--- src/ctsc_pkg.sv ---
// Shared types and constants of the C token span classifier.
package ctsc_pkg;

    localparam int OUT_BITS    = 24;
    localparam int KW_COUNT    = 11;
    localparam int KW_MAX_LEN  = 7;

    typedef logic [7:0]          t_byte;
    typedef logic [1:0]          t_span_class;
    typedef logic [2:0]          t_kw_len;
    typedef logic [OUT_BITS-1:0] t_span_pos;

    localparam t_span_class CLS_KEYWORD = 2'd0;
    localparam t_span_class CLS_PREPROC = 2'd1;
    localparam t_span_class CLS_STRING  = 2'd2;

    localparam t_byte CH_SPACE   = 8'h20;
    localparam t_byte CH_NEWLINE = 8'h0A;
    localparam t_byte CH_HASH    = 8'h23;
    localparam t_byte CH_QUOTE   = 8'h22;
    localparam t_byte CH_LPAREN  = 8'h28;
    localparam t_byte CH_RPAREN  = 8'h29;
    localparam t_byte CH_COMMA   = 8'h2C;
    localparam t_byte CH_EQUALS  = 8'h3D;
    localparam t_byte CH_SEMI    = 8'h3B;

    // Keyword text, right-justified: first character in the highest used byte.
    localparam logic [KW_MAX_LEN*8-1:0] KW_TEXT [KW_COUNT] = '{
        56'("int"), 56'("char"), 56'("void"), 56'("short"), 56'("return"),
        56'("switch"), 56'("case"), 56'("default"), 56'("break"),
        56'("for"), 56'("if")
    };

    localparam t_kw_len KW_LEN [KW_COUNT] = '{
        3'd3, 3'd4, 3'd4, 3'd5, 3'd6, 3'd6, 3'd4, 3'd7, 3'd5, 3'd3, 3'd2
    };

    // Scanner mode, one-hot.
    typedef enum logic [4:0] {
        MODE_IDLE = 5'b00001,
        MODE_PRE  = 5'b00010,
        MODE_STR  = 5'b00100,
        MODE_WORD = 5'b01000,
        MODE_SKIP = 5'b10000
    } t_mode;

endpackage

--- src/c_token_span_classifier.sv ---
// Top level of the C token span classifier: byte scanner and span output register.
// Path: a byte held in the input register is scanned while the span register is free;
//   a span that it closes (if any) is written into the span register, which drives the output ports.
// Throughput: one byte per cycle while the span channel is not stalled; the input register and the span register
//   let a new byte enter while a finished span still waits to be taken.
// Reset (i_rst_n low, synchronous): scanner idle, offsets and sizes zero, both
//   registers empty. The keyword window is left as is; it is only read once written.
module c_token_span_classifier #(
    parameter int POS_BITS        = 24,
    parameter int MAX_KEYWORD_LEN = 7
) (
    input  logic        i_clk,
    input  logic        i_rst_n,
    // input byte channel
    input  logic        i_in_valid,
    output logic        o_in_ready,
    input  logic [7:0]  i_char_byte,
    input  logic        i_last_char,
    // span channel
    output logic        o_out_valid,
    input  logic        i_out_ready,
    output logic [23:0] o_span_start,
    output logic [23:0] o_span_length,
    output logic [1:0]  o_span_class
);

    localparam int WIN_IDX_W = $clog2(MAX_KEYWORD_LEN);
    localparam logic [POS_BITS-1:0] POS_MAX = '1;
    localparam logic [POS_BITS-1:0] WIN_DEPTH = POS_BITS'(MAX_KEYWORD_LEN);
    localparam int KW_MATCH_W = ctsc_pkg::KW_COUNT;

    // ---------------- input register ----------------
    logic                r_in_valid;
    ctsc_pkg::t_byte     r_byte;
    logic                r_last;

    // ---------------- scanner state ----------------
    ctsc_pkg::t_mode     r_mode, n_mode;
    logic [POS_BITS-1:0] r_char_pos, n_char_pos;
    logic [POS_BITS-1:0] r_tok_begin, n_tok_begin;
    logic [POS_BITS-1:0] r_tok_size, n_tok_size;
    logic                r_too_long, n_too_long;
    ctsc_pkg::t_byte     r_window [MAX_KEYWORD_LEN];
    ctsc_pkg::t_byte     n_window [MAX_KEYWORD_LEN];

    // ---------------- span register ----------------
    logic                    r_out_valid;
    ctsc_pkg::t_span_pos     r_span_start, r_span_length;
    ctsc_pkg::t_span_class   r_span_class;

    logic                    out_free;   // span register can take a new span
    logic                    scan_fire;  // the held byte is scanned this cycle
    logic                    emit;       // this byte closes a tagged span
    ctsc_pkg::t_span_class   emit_class;
    logic                    kw_close;   // word closes here; tag it if it is a keyword
    logic                    is_delim;
    logic                    kw_match;
    logic [KW_MATCH_W-1:0]   kw_hit;
    logic [31:0]             start_wide, length_wide;

    assign out_free   = !r_out_valid || i_out_ready;
    assign scan_fire  = r_in_valid && out_free;
    assign o_in_ready = !r_in_valid || out_free;

    assign is_delim = (r_byte == ctsc_pkg::CH_SPACE)  || (r_byte == ctsc_pkg::CH_NEWLINE) ||
                      (r_byte == ctsc_pkg::CH_LPAREN) || (r_byte == ctsc_pkg::CH_RPAREN)  ||
                      (r_byte == ctsc_pkg::CH_COMMA)  || (r_byte == ctsc_pkg::CH_EQUALS)  ||
                      (r_byte == ctsc_pkg::CH_SEMI);

    // Next-state of the scanner for the held byte. Span fields are taken from the
    // updated begin/size, before the end-of-buffer return to reset.
    always_comb begin
        n_mode      = r_mode;
        n_tok_begin = r_tok_begin;
        n_tok_size  = r_tok_size;
        n_too_long  = r_too_long;
        n_window    = r_window;
        n_char_pos  = (r_char_pos == POS_MAX) ? r_char_pos : r_char_pos + 1'b1;
        emit        = 1'b0;
        emit_class  = ctsc_pkg::CLS_KEYWORD;
        kw_close    = 1'b0;
        case (r_mode)
            ctsc_pkg::MODE_PRE: begin
                emit_class = ctsc_pkg::CLS_PREPROC;
                if (r_byte == ctsc_pkg::CH_SPACE) begin
                    emit   = 1'b1;
                    n_mode = ctsc_pkg::MODE_IDLE;
                end else begin
                    n_tok_size = (r_tok_size == POS_MAX) ? r_tok_size : r_tok_size + 1'b1;
                    emit       = r_last;
                end
            end
            ctsc_pkg::MODE_STR: begin
                emit_class = ctsc_pkg::CLS_STRING;
                n_tok_size = (r_tok_size == POS_MAX) ? r_tok_size : r_tok_size + 1'b1;
                if (r_byte == ctsc_pkg::CH_QUOTE) begin
                    emit   = 1'b1;
                    n_mode = ctsc_pkg::MODE_SKIP;
                end else begin
                    emit = r_last;
                end
            end
            ctsc_pkg::MODE_WORD: begin
                if (is_delim) begin
                    kw_close = 1'b1;
                    n_mode   = ctsc_pkg::MODE_IDLE;
                end else begin
                    if (r_tok_size < WIN_DEPTH) begin
                        n_window[r_tok_size[WIN_IDX_W-1:0]] = r_byte;
                    end else begin
                        n_too_long = 1'b1;
                    end
                    n_tok_size = (r_tok_size == POS_MAX) ? r_tok_size : r_tok_size + 1'b1;
                    kw_close   = r_last;
                end
            end
            ctsc_pkg::MODE_SKIP: begin
                n_mode = ctsc_pkg::MODE_IDLE;
            end
            default: begin
                if ((r_byte == ctsc_pkg::CH_SPACE) || (r_byte == ctsc_pkg::CH_NEWLINE)) begin
                    n_mode = ctsc_pkg::MODE_IDLE;
                end else begin
                    n_tok_begin = r_char_pos;
                    n_tok_size  = POS_BITS'(1);
                    n_too_long  = 1'b0;
                    if (r_byte == ctsc_pkg::CH_HASH) begin
                        n_mode     = ctsc_pkg::MODE_PRE;
                        emit_class = ctsc_pkg::CLS_PREPROC;
                        emit       = r_last;
                    end else if (r_byte == ctsc_pkg::CH_QUOTE) begin
                        n_mode     = ctsc_pkg::MODE_STR;
                        emit_class = ctsc_pkg::CLS_STRING;
                        emit       = r_last;
                    end else begin
                        n_mode      = ctsc_pkg::MODE_WORD;
                        n_window[0] = r_byte;
                        kw_close    = r_last;
                    end
                end
            end
        endcase
        if (kw_close) begin
            emit       = kw_match;
            emit_class = ctsc_pkg::CLS_KEYWORD;
        end
    end

    // Eleven keyword compares in parallel on the updated window and size.
    always_comb begin
        for (int k = 0; k < ctsc_pkg::KW_COUNT; k++) begin
            kw_hit[k] = !n_too_long &&
                        (n_tok_size == POS_BITS'(ctsc_pkg::KW_LEN[k]));
            for (int j = 0; j < ctsc_pkg::KW_MAX_LEN; j++) begin
                if ((j < int'(ctsc_pkg::KW_LEN[k])) &&
                    (n_window[j] !=
                     ctsc_pkg::KW_TEXT[k][(int'(ctsc_pkg::KW_LEN[k]) - 1 - j)*8 +: 8])) begin
                    kw_hit[k] = 1'b0;
                end
            end
        end
    end
    assign kw_match = |kw_hit;

    // Spans leave on 24 bits whatever the counter width.
    assign start_wide  = 32'(n_tok_begin);
    assign length_wide = 32'(n_tok_size);

    // Input register.
    always_ff @(posedge i_clk) begin
        if (!i_rst_n) begin
            r_in_valid <= 1'b0;
        end else if (i_in_valid && o_in_ready) begin
            r_in_valid <= 1'b1;
        end else if (scan_fire) begin
            r_in_valid <= 1'b0;
        end
    end

    always_ff @(posedge i_clk) begin
        if (i_in_valid && o_in_ready) begin
            r_byte <= i_char_byte;
            r_last <= i_last_char;
        end
    end

    // Scanner state; the last byte of a buffer returns it to reset.
    always_ff @(posedge i_clk) begin
        if (!i_rst_n) begin
            r_mode      <= ctsc_pkg::MODE_IDLE;
            r_char_pos  <= '0;
            r_tok_begin <= '0;
            r_tok_size  <= '0;
            r_too_long  <= 1'b0;
        end else if (scan_fire) begin
            if (r_last) begin
                r_mode      <= ctsc_pkg::MODE_IDLE;
                r_char_pos  <= '0;
                r_tok_begin <= '0;
                r_tok_size  <= '0;
                r_too_long  <= 1'b0;
            end else begin
                r_mode      <= n_mode;
                r_char_pos  <= n_char_pos;
                r_tok_begin <= n_tok_begin;
                r_tok_size  <= n_tok_size;
                r_too_long  <= n_too_long;
            end
        end
    end

    // Keyword window: no reset, entries are only compared once written.
    always_ff @(posedge i_clk) begin
        if (scan_fire) begin
            r_window <= n_window;
        end
    end

    // Span register.
    always_ff @(posedge i_clk) begin
        if (!i_rst_n) begin
            r_out_valid <= 1'b0;
        end else if (scan_fire && emit) begin
            r_out_valid <= 1'b1;
        end else if (i_out_ready) begin
            r_out_valid <= 1'b0;
        end
    end

    always_ff @(posedge i_clk) begin
        if (scan_fire && emit) begin
            r_span_start  <= start_wide[23:0];
            r_span_length <= length_wide[23:0];
            r_span_class  <= emit_class;
        end
    end

    assign o_out_valid   = r_out_valid;
    assign o_span_start  = r_span_start;
    assign o_span_length = r_span_length;
    assign o_span_class  = r_span_class;

endmodule

--- config.mk ---
export PLATFORM = sky130hd
export DESIGN_NAME = c_token_span_classifier
export DESIGN_NICKNAME = d
export VERILOG_FILES = /design/src/ctsc_pkg.sv /design/src/c_token_span_classifier.sv
export SDC_FILE = /design/constraint.sdc
export NUM_CORES = 1
export LEC_CHECK = 0
export ABC_AREA = 0
export BUFFER_PORTS_ARGS = -buffer_cell sky130_fd_sc_hd__buf_2
export CORE_UTILIZATION = 52
export DETAILED_ROUTE_END_ITERATION = 7
export GPL_TIMING_DRIVEN = 0
export PLACE_DENSITY = 0.7
export SLEW_MARGIN = 10
export SYNTH_ARGS = -nofsm -noshare
export SYNTH_HDL_FRONTEND = slang
export SYNTH_SLANG_ARGS = --single-unit
--- constraint.sdc ---
create_clock -name i_clk -period 6.6 [get_ports i_clk]
set_clock_uncertainty 0.15 [all_clocks]
set_input_delay 0.33 -clock i_clk [delete_from_list [all_inputs] [get_ports i_clk]]
set_output_delay 0.33 -clock i_clk [all_outputs]
set_load 0.02 [all_outputs]
Word level (Yosys, flattened, before mapping)
Index checks and enable logic that the tools add are counted.
Storage, ports and cells
  register bits after elaboration: 195
  latch bits: 0
  memory bits (writable): 0
  ROM bits: 0
  input bits: 13
  output and inout bits: 52
  logic and storage cells: 220
  memories: 0
Cells by class
  $add $sub $neg: 2
  multipliers: 0
  div/mod/pow operators: 0
  order comparisons: 3
  equality and inequality tests: 64
  shift operators: 0
  multiplexer cells: 102
  bitwise logic cells: 1
  reductions and logical operators: 29
Operators with widths (count)
  != test 8 x 7 -> 1 bit, second input constant: 39
  two-way mux 24 bit: 10
  two-way mux 56 bit: 2
  equality test 24 x 3 -> 1 bit, second input constant: 4
  one-hot mux 24 bit (4 select lines): 1
  two-way mux 1 bit: 66
  equality test 8 x 6 -> 1 bit, second input constant: 8
  bitwise mux 56 bit: 1
  adder 24 x 1 -> 24 bit, second input constant: 2
  equality test 24 x 2 -> 1 bit, second input constant: 2
  equality test 24 bit, second input constant: 2
  two-way mux 48 bit: 1
  two-way mux 8 bit: 4
  demux 8 bit (select 3 bit): 1
  less-than comparator 24 x 3 -> 1 bit, second input constant: 1
  two-way mux 5 bit: 4
  one-hot mux 5 bit (4 select lines): 1
  one-hot mux 8 bit (2 select lines): 1
  two-way mux 4 bit: 3
  OR reduction 11 bit: 1
  logical AND 1 bit: 10
  != test 3 bit, second input constant: 3
  equality test 8 x 4 -> 1 bit, second input constant: 1
  logical OR 1 bit: 8
  19 further kinds: 25

Logic depth before layout (Yosys ltp)
Gate-level depths: netlist (run 1).
  depth after elaboration: 22
  mapped depth: 15
  mapped depth without buffers: 13

Worst setup path before layout (run 1)
Ideal clock, no wire load.
  kind: reg-to-reg
  start: register r_byte[4]
  end: register r_span_class[0] (netlist: o_span_class[0]) (enable)
  setup time: 0.474 ns
  arrival time: 5.622 ns
  required time: 5.976 ns
  slack: 0.354 ns
  cell stages (with the launch flop): 14
  path buffers: 2
  clock period less this slack: 6.246 ns
  cells stage by stage: edfxtp_1 buf_2 and4b_1 o41ai_4 nand3_4 or4_1 buf_2 mux2i_1 a211o_1 nor4b_1 a41oi_1 o22ai_1 o211ai_1 a21oi_1
On the way
  cells in the longest elaborated chain, start to end: 21
  elaborated cells between the ends (all ways): 144
  classes of those cells: eq/ne: 54; mux: 75; reduce/logical: 15
Ends and longest elaborated chain
  from (decl): RTL line c_token_span_classifier.sv:34  | ctsc_pkg::t_byte r_byte;
  from (signal assigned): RTL line c_token_span_classifier.sv:182  | r_byte <= i_char_byte;
  equality test 8 x 6 -> 1 bit / equality test 8 x 4 -> 1 bit (equally long branches): RTL line c_token_span_classifier.sv:65, c_token_span_classifier.sv:85, c_token_span_classifier.sv:121
  logical OR 1 bit: RTL line c_token_span_classifier.sv:65, c_token_span_classifier.sv:121
  logical OR 1 bit: RTL line c_token_span_classifier.sv:65  | assign is_delim = (r_byte == ctsc_pkg::CH_SPACE) || (r_byte == ctsc_pkg::CH_NEWLINE) ||
  logical OR 1 bit (2 in series): RTL line c_token_span_classifier.sv:66  | (r_byte == ctsc_pkg::CH_LPAREN) || (r_byte == ctsc_pkg::CH_RPAREN) ||
  logical OR 1 bit (2 in series): RTL line c_token_span_classifier.sv:67  | (r_byte == ctsc_pkg::CH_COMMA) || (r_byte == ctsc_pkg::CH_EQUALS) ||
  two-way mux 24 bit / two-way mux 1 bit (equally long branches): RTL line c_token_span_classifier.sv:104  | if (is_delim) begin
  one-hot mux 24 bit (4 select lines) / one-hot mux 1 bit (2 select lines) (equally long branches): RTL line c_token_span_classifier.sv:82  | case (r_mode)
  equality test 24 x 3 -> 1 bit / zero test 1 bit (equally long branches): RTL line c_token_span_classifier.sv:153, c_token_span_classifier.sv:152
  logical AND 1 bit: RTL line c_token_span_classifier.sv:152  | kw_hit[k] = !n_too_long &&
  two-way mux 1 bit (7 in series): RTL line c_token_span_classifier.sv:155  | if ((j < int'(ctsc_pkg::KW_LEN[k])) &&
  OR reduction 11 bit: RTL line c_token_span_classifier.sv:163  | assign kw_match = |kw_hit;
  two-way mux 1 bit *: RTL line c_token_span_classifier.sv:143  | if (kw_close) begin
  logical AND 1 bit *: RTL line c_token_span_classifier.sv:231  | if (scan_fire && emit) begin
  to (signal assigned): RTL line c_token_span_classifier.sv:234  | r_span_class <= emit_class;
  to (decl): RTL line c_token_span_classifier.sv:49  | ctsc_pkg::t_span_class r_span_class;
Mark *: on every way between the ends. The rest lies on a longest branch, timed or not.
A chain may end at the register's enable or synchronous reset.

Worst setup path after layout (run 1)
  start: register r_byte[3]
  end: register r_span_length[8] (netlist: o_span_length[8]) (enable)
On the way
  cells in the longest elaborated chain, start to end: 21
  elaborated cells between the ends (all ways): 144
  classes of those cells: eq/ne: 54; mux: 75; reduce/logical: 15
Ends and longest elaborated chain
  equality test 8 x 6 -> 1 bit / equality test 8 x 4 -> 1 bit (equally long branches): RTL line c_token_span_classifier.sv:65, c_token_span_classifier.sv:85, c_token_span_classifier.sv:121
  logical OR 1 bit: RTL line c_token_span_classifier.sv:65, c_token_span_classifier.sv:121
  logical OR 1 bit: RTL line c_token_span_classifier.sv:65
  logical OR 1 bit (2 in series): RTL line c_token_span_classifier.sv:66
  logical OR 1 bit (2 in series): RTL line c_token_span_classifier.sv:67
  two-way mux 24 bit: RTL line c_token_span_classifier.sv:104
  one-hot mux 24 bit (4 select lines) *: RTL line c_token_span_classifier.sv:82
  via n_tok_size[6]: RTL line c_token_span_classifier.sv:41  | logic [POS_BITS-1:0] r_tok_size, n_tok_size;
  equality test 24 x 3 -> 1 bit: RTL line c_token_span_classifier.sv:153  | (n_tok_size == POS_BITS'(ctsc_pkg::KW_LEN[k]));
  logical AND 1 bit: RTL line c_token_span_classifier.sv:152
  two-way mux 1 bit (7 in series): RTL line c_token_span_classifier.sv:155
  OR reduction 11 bit *: RTL line c_token_span_classifier.sv:163
  two-way mux 1 bit *: RTL line c_token_span_classifier.sv:143
  logical AND 1 bit *: RTL line c_token_span_classifier.sv:231
  to (signal assigned): RTL line c_token_span_classifier.sv:233  | r_span_length <= length_wide[23:0];
  to (decl): RTL line c_token_span_classifier.sv:48  | ctsc_pkg::t_span_pos r_span_start, r_span_length;
Mark *: on every way through the listed nets, which the timed path passes. The rest lies on a longest branch.

==> results of run 1 <==
[cells by family after synthesis]
family                     count (synthesis)
AOI/OAI and AO/OA                        241
xor gates and xnor gates                  21
adders and majority gates                  2
buffers and inverters                    102
DFF                                      195
muxes                                     59
and+or+nand+nor                          480
[sequential cells by signal, summed over array words and instances, names as in the netlist]
| signal | cells |
|---|---|
| o_span_length | 24 |
| r_mode | 5 |
| r_tok_begin | 24 |
| r_char_pos | 24 |
| r_window | 56 |
| r_byte | 8 |
| o_span_start | 24 |
| r_last | 1 |
| r_too_long | 1 |
| o_out_valid | 1 |
| r_tok_size | 24 |
| r_in_valid | 1 |
| o_span_class | 2 |
[critical path: cells and delay by family (launching register included)]
family / cells / cell delay, ns
AO/OA/AOI/OAI: 5 / 1.74
buffers and inverters: 4 / 1.16
flip-flops: 1 / 0.38
AND/OR/NAND/NOR: 6 / 1.74
[area by class of cell]
cell class                 count  share of cell area
multi-input combinational    803              0.4284
timing repair buffer          76             0.03817
sequential                   195              0.4190
clock inverter                15             0.01597
buffer                        81             0.02915
clock buffer                  17             0.03527
tap                          265             0.02749
inverter                      21            0.006535
[power groups by stage]
stage               Sequential [µW]  Clock [µW]  Combinational (µW)
detailed placement             1330           0                 125
global placement               1330           0                 123
global route                   1300        1140                 143
finish                         1300        1080                 133
CTS                            1300        1100                 130
floorplan                      1330           0                81.5
[worst paths after layout]
path / endpoint / slack [ns] / startpoint
max: o_span_length[8]$_DFFE_PP_ / 1.07 / r_byte[3]$_DFFE_PP_
max reg2reg: o_span_length[8]$_DFFE_PP_ / 1.07 / r_byte[3]$_DFFE_PP_
min: o_out_valid$_SDFFE_PN0P_ / 0.11 / i_out_ready
min reg2reg: r_char_pos[12]$_SDFFE_PN0P_ / 0.36 / r_char_pos[12]$_SDFFE_PN0P_
[placed cells by master (no fill, tap or decap), types with 30 or more instances in the layout]
cell      count
a22oi_1      55
a21oi_1      35
nor2b_1      59
buf_2        78
mux2_2       40
nor2_1       77
dfxtp_1      80
nand2_1     140
o21ai_0      65
nand3_1      30
edfxtp_1    115
clkbuf_1     58
[layer usage]
layer | wire [µm] | global-route usage | vias up
met5 | 0 | 0 | -
met4 | 697 | 0.09947 | 0
met3 | 2196 | 0.05409 | 63
met2 | 12670 | 0.4036 | 399
met1 | 13400 | 0.4026 | 4383
li1 | - | - | 4290
[metrics by stage]
step	TNS [ns]	cell area, µm²
global placement	-78.09	11290
finish	0	12060
global route	0	12060
floorplan	0	10640
detailed placement	0	11340
CTS	0	12060
==> results_dict.tcl, run 1 <==
set metrics [dict create \
    timing.fmax_mhz 181.0 \
    fin_crit_sh 0.8372 \
    pin_count 65 \
    grt_setup_unrepaired "false" \
    yosys-top-cells-area "edfxtp_1 (32%), dfxtp_1 (15%), nand2_1 (4.9%)" \
    grt.overflow.total 0 \
    nets 1210 \
    drtPass1Iterations 6 \
    ff2ff_path_depth 15 \
    postCtsResizedCells 0 \
    yosysSeqAreaShare 0.4750 \
    arrival_ns 5.52 \
    path_class "reg2reg" \
    period_minus_slack_ns 5.526 \
    syn-instance-count 1100 \
    worst_setup_path_start_kind "flop" \
    die_w_um 145.1 \
    tritoncts "done" \
    slowest_delay_ns 0.73 \
    drive_gt1_frac 0.1507 \
    cts_setup_buffers 0 \
    place_ws_ns 1.178 \
    syn_avg_cell_area_um2 9.674 \
    clock_sinks 195 \
    finalWorstSetupSlack_ns 1.074 \
    grt_util_all_layers 0.2756 \
    synth_nets 1115 \
    hold_viol 0 \
    synthMuxAreaShare 0.06114 \
    drc 0 \
    initial_core_util 0.5380 \
    antenna_found_initial 0 \
    yosysWarnings 0 \
    gp_congestion 0.9403 \
    synth-edff-count 115 \
    outcome "finished clean" \
    insertion_delay_ns 0.45 \
    p_seq_frac 0.517 \
    cts_hold_buffers 10 \
    num-fill-cells 1696 \
    synth_cell_types 86 \
    synth_top_area_frac 0.3245 \
    clk_root_buffer_cell "clkbuf_16" \
    worst_pin_slew_ns 1.088 \
    drt_iter0_drc 811 \
    synth-compound-area-share 0.1566 \
    dieArea_um2 21040 \
    ant_nets 0 \
    area_delta_synth_final_pct 13.36 \
    synthTopCellsByCount "nand2_1 (140), edfxtp_1 (115), dfxtp_1 (80)" \
    netSwitchingPower_uw 657.2 \
    maxSlewHeadroom 0.2745 \
    postLayoutCoreUtil 0.6098 \
    synthArstFlopShare 0 \
    p_leak_uw 0.003904 \
    path_cells "buf_6 > nor3_1 > nand3_1 > a21oi_1 > and2_1 > clkbuf_1 > buf_2 > nor2_1 > o21ai_0 > o41ai_1 > or4_1 > nor4_2 > o211ai_1 > a21oi_4 > buf_12" \
    worst_setup_path_end_kind "flop" \
    vdd_ir_drop_max_mv 0.1736 \
    rows 51 \
    routed_via_density 6.202 \
    wl_um 28960 \
    vias 9135 \
    synth_xor_area_frac 0.01728 \
    grt_pass1_wl_um 45960 \
    seq_area_um2 5055 \
    yosys.area.top_type "edfxtp_1" \
    cpMaxStageDelayCell "a21oi_4" \
    clkTransAtPathRegs_ns 0.08 \
    synthSimpleGateAreaFrac 0.2471 \
    ys.flop_type "edfxtp_1" \
    power.internal_uw 1860 \
    die_h_um 145.1 \
    cp.required_ns 6.59 \
    hp-class "in2reg" \
    whs_ns 0.1085 \
    ys_ff_latch 195 \
    syn_area_um2 10640 \
    multi_input_area_um2 5167 \
    hpwlAfterDp_um 20510 \
    post-place-cells 1431 \
    cap_viol_max_count 0 \
    io_buffers 64 \
    grt_max_degree 35 \
    p_clk_frac 0.430 \
    swShare 0.2611 \
    cp_max_fo 29 \
    core-area_um2 19780 \
    setup_violations 0 \
    cts_made_buffers 17 \
    clock_path_buffers 2 \
    cts.htree.levels 4 \
    yosysMostFrequentCell "nand2_1" \
    synthAdderAreaFrac 0.002352 \
    p_total_uw 2517 \
    grt_pass1_vias 8500 \
    finalNonFillerCells 1473 \
    hold_depth 4 \
    antenna_cells 0 \
    post_drt_wl_per_cell_um 19.66 \
    powerDensity_nw_per_um2 208.7 \
    synth_top_family_by_area "simple AND/OR/NAND/NOR gates" \
    power.share.combinational 0.053 \
    slew_violations 0 \
]
No activity file was read; power rests on OpenSTA's default activity.
==> inputs of run 2 (changes only) <==
==> constraint.sdc (replaced) <==
create_clock -name i_clk -period 4.7 [get_ports i_clk]
set_clock_uncertainty 0.15 [all_clocks]
set_input_delay 0.235 -clock i_clk [delete_from_list [all_inputs] [get_ports i_clk]]
set_output_delay 0.235 -clock i_clk [all_outputs]
set_load 0.02 [all_outputs]
==> run 2 against run 1 <==
Net effect:
- worst setup slack got worse by 0.97 ns
- critical path type unchanged
- register-to-register slack got worse by 0.97 ns
- non-clock buffer count increased by 16
==> results_dict.tcl, run 2 (synthesis gave the netlist of run 1 again) <==
set metrics [dict create \
    outcome "finished clean" \
    multi_input_area_um2 5319 \
    worst_setup_path_end_kind "flop" \
    r2r_start "r_tok_size[0]$_SDFFE_PN0P_" \
    rrSetupSlack_ns 0.11 \
    regToRegEndpoint "o_span_start[1]$_DFFE_PP_" \
    insertion_delay_ns 0.45 \
    pin_count 65 \
    initial_core_util 0.5380 \
    netSwitchingPower_uw 905.0 \
    largest_register "r_window" \
    die_h_um 145.1 \
    cap_viol_max_count 0 \
    hpwlAfterDp_um 20850 \
    grt_pass1_vias 8562 \
    worst_pin_slew_ns 0.8052 \
    finalNonFillerCells 1489 \
    routed_via_density 6.195 \
    cts_made_buffers 17 \
    critPathLaunch "r_tok_size[0]$_SDFFE_PN0P_" \
    swShare 0.2580 \
    worst_setup_path_start_kind "flop" \
    place_ws_ns -0.6746 \
    finalWorstSetupSlack_ns 0.1069 \
    layout_common_cells "nand2_1 (140), edfxtp_1 (115), dfxtp_1 (80)" \
    antenna_found_initial 0 \
    grt.overflow.total 0 \
    area_delta_synth_final_pct 16.53 \
    p_seq_frac 0.522 \
    period_minus_slack_ns 4.593 \
    clkTransAtPathRegs_ns 0.08 \
    whs_ns 0.02949 \
    seq_area_um2 5055 \
    hold_viol 0 \
    arrival_ns 4.61 \
    grt_util_all_layers 0.2824 \
    maxSlewHeadroom 0.4562 \
    p_total_uw 3508 \
    gp_congestion 0.9668 \
    rows 51 \
    final_common_cell "nand2_1" \
    nets 1226 \
    path_cells "ha_1 > a211oi_2 > nand3_1 > or2_1 > buf_2 > or4_4 > buf_2 > buf_4 > mux2i_4 > nand4b_1 > nor4_2 > a32oi_1 > o22ai_2 > o211ai_1 > a21oi_4 > clkbuf_16 > clkbuf_16" \
    antenna_cells 0 \
    powerDensity_nw_per_um2 282.9 \
    cp_max_fo 12 \
    ff2ff_path_depth 17 \
    cts.htree.levels 4 \
    hp-class "in2reg" \
    drive_gt1_frac 0.1879 \
    post_drt_wl_per_cell_um 20.03 \
    hp-start "i_out_ready" \
    clk_root_buffer_cell "clkbuf_16" \
    fin_crit_sh 0.9773 \
    vias 9225 \
    dieArea_um2 21040 \
    drc 0 \
    cp.required_ns 4.72 \
    power.internal_uw 2603 \
    cp_top_family "simple AND/OR/NAND/NOR gates" \
    critPathBufInv 5 \
    cpMaxStageDelayCell "or4_4" \
    p_clk_frac 0.423 \
    post-place-cells 1432 \
    path_class "reg2reg" \
    drt_iter0_drc 971 \
    grt_max_degree 30 \
    clock_sinks 195 \
    grt_pass1_wl_um 46860 \
    drtPass1Iterations 5 \
    slew_violations 0 \
    setup_violations 0 \
    min_to "o_out_valid$_SDFFE_PN0P_" \
    io_buffers 64 \
    fin_setup_tns_ns 0 \
    core-area_um2 19780 \
    vdd_ir_drop_max_mv 0.2258 \
    wl_um 29830 \
    slowest_delay_ns 0.51 \
    power.share.combinational 0.055 \
    num-fill-cells 1685 \
    clock_path_buffers 2 \
    die_w_um 145.1 \
    largest_reg_flops 56 \
    p_leak_uw 0.004028 \
    hold_depth 4 \
    tritoncts "done" \
    timing.fmax_mhz 217.7 \
    ant_nets 0 \
]
[run 2: changes by cell type in the layout (fill, tap and decap cells not counted), sizes merged]
cell and delta:
inv -2, buf +16, clkinv +2
[run 2: how the worst max path moves through the flow]
| stage | depth (start not counted) | slack (ns) | end |
|---|---|---|---|
| 3_5_place_dp | 14 | -0.67 | o_span_start[17]$_DFFE_PP_ |
| 4_1_cts | 16 | 0.008 | o_span_start[17]$_DFFE_PP_ |
| 5_1_grt | 16 | -0.1 | o_span_start[1]$_DFFE_PP_ |
| 3_3_place_gp | 12 | -1.22 | o_span_start[19]$_DFFE_PP_ |
| 2_1_floorplan | 13 | 0.06 | o_span_class[0]$_SDFFCE_PP0P_ |
| 6_report | 17 | 0.11 | o_span_start[1]$_DFFE_PP_ |
[run 2: metrics by stage]
step,utilization,area (µm²)
finish,0.6269,12400
global route,0.6269,12400
CTS,0.6156,12180
detailed placement,0.5753,11380
global placement,0.5715,11300
floorplan,-,10650
[run 2: area by class of cell]
class / instances / share of cell area
clock buffer: 17 / 0.03431
sequential: 195 / 0.4076
buffer: 77 / 0.02805
inverter: 21 / 0.006357
multi-input combinational: 803 / 0.4289
tap: 265 / 0.02674
timing repair buffer: 96 / 0.05368
clock inverter: 15 / 0.01433
[run 2: power by group through the flow]
stage                     Combinational (µW)  Clock, µW  Sequential, µW
after floorplan                          115          0            1860
after global placement                   174          0            1870
after global routing                     207       1570            1830
final                                    194       1480            1830
after detailed placement                 177          0            1870
after CTS                                185       1500            1830
[run 2: routing by layer]
layer  track usage  wire, µm  up-vias
met1        0.3967     13550     4493
met2        0.4392     13640      385
met5             0         0        -
met3       0.06384      2309       27
li1              -         -     4320
met4       0.07263       324        0
[run 2: repair_timing]
| action | in CTS | in global routing |
|---|---|---|
| hold endpoints to repair | 10 | 0 |
| cloned | 0 | 1 |
| buffers inserted | 7 | 11 |
| hold buffers | 10 | 0 |
| resized for setup | 11 | 27 |
| pin swaps | 5 | 13 |
| endpoints found under the setup margin | 50 | 50 |
[run 2: worst min-delay path, cell delays in order]
cell and delay [ns]:
buf_2 0.09, nor2b_1 0.08, nor2_1 0.11, a21boi_1 0.07
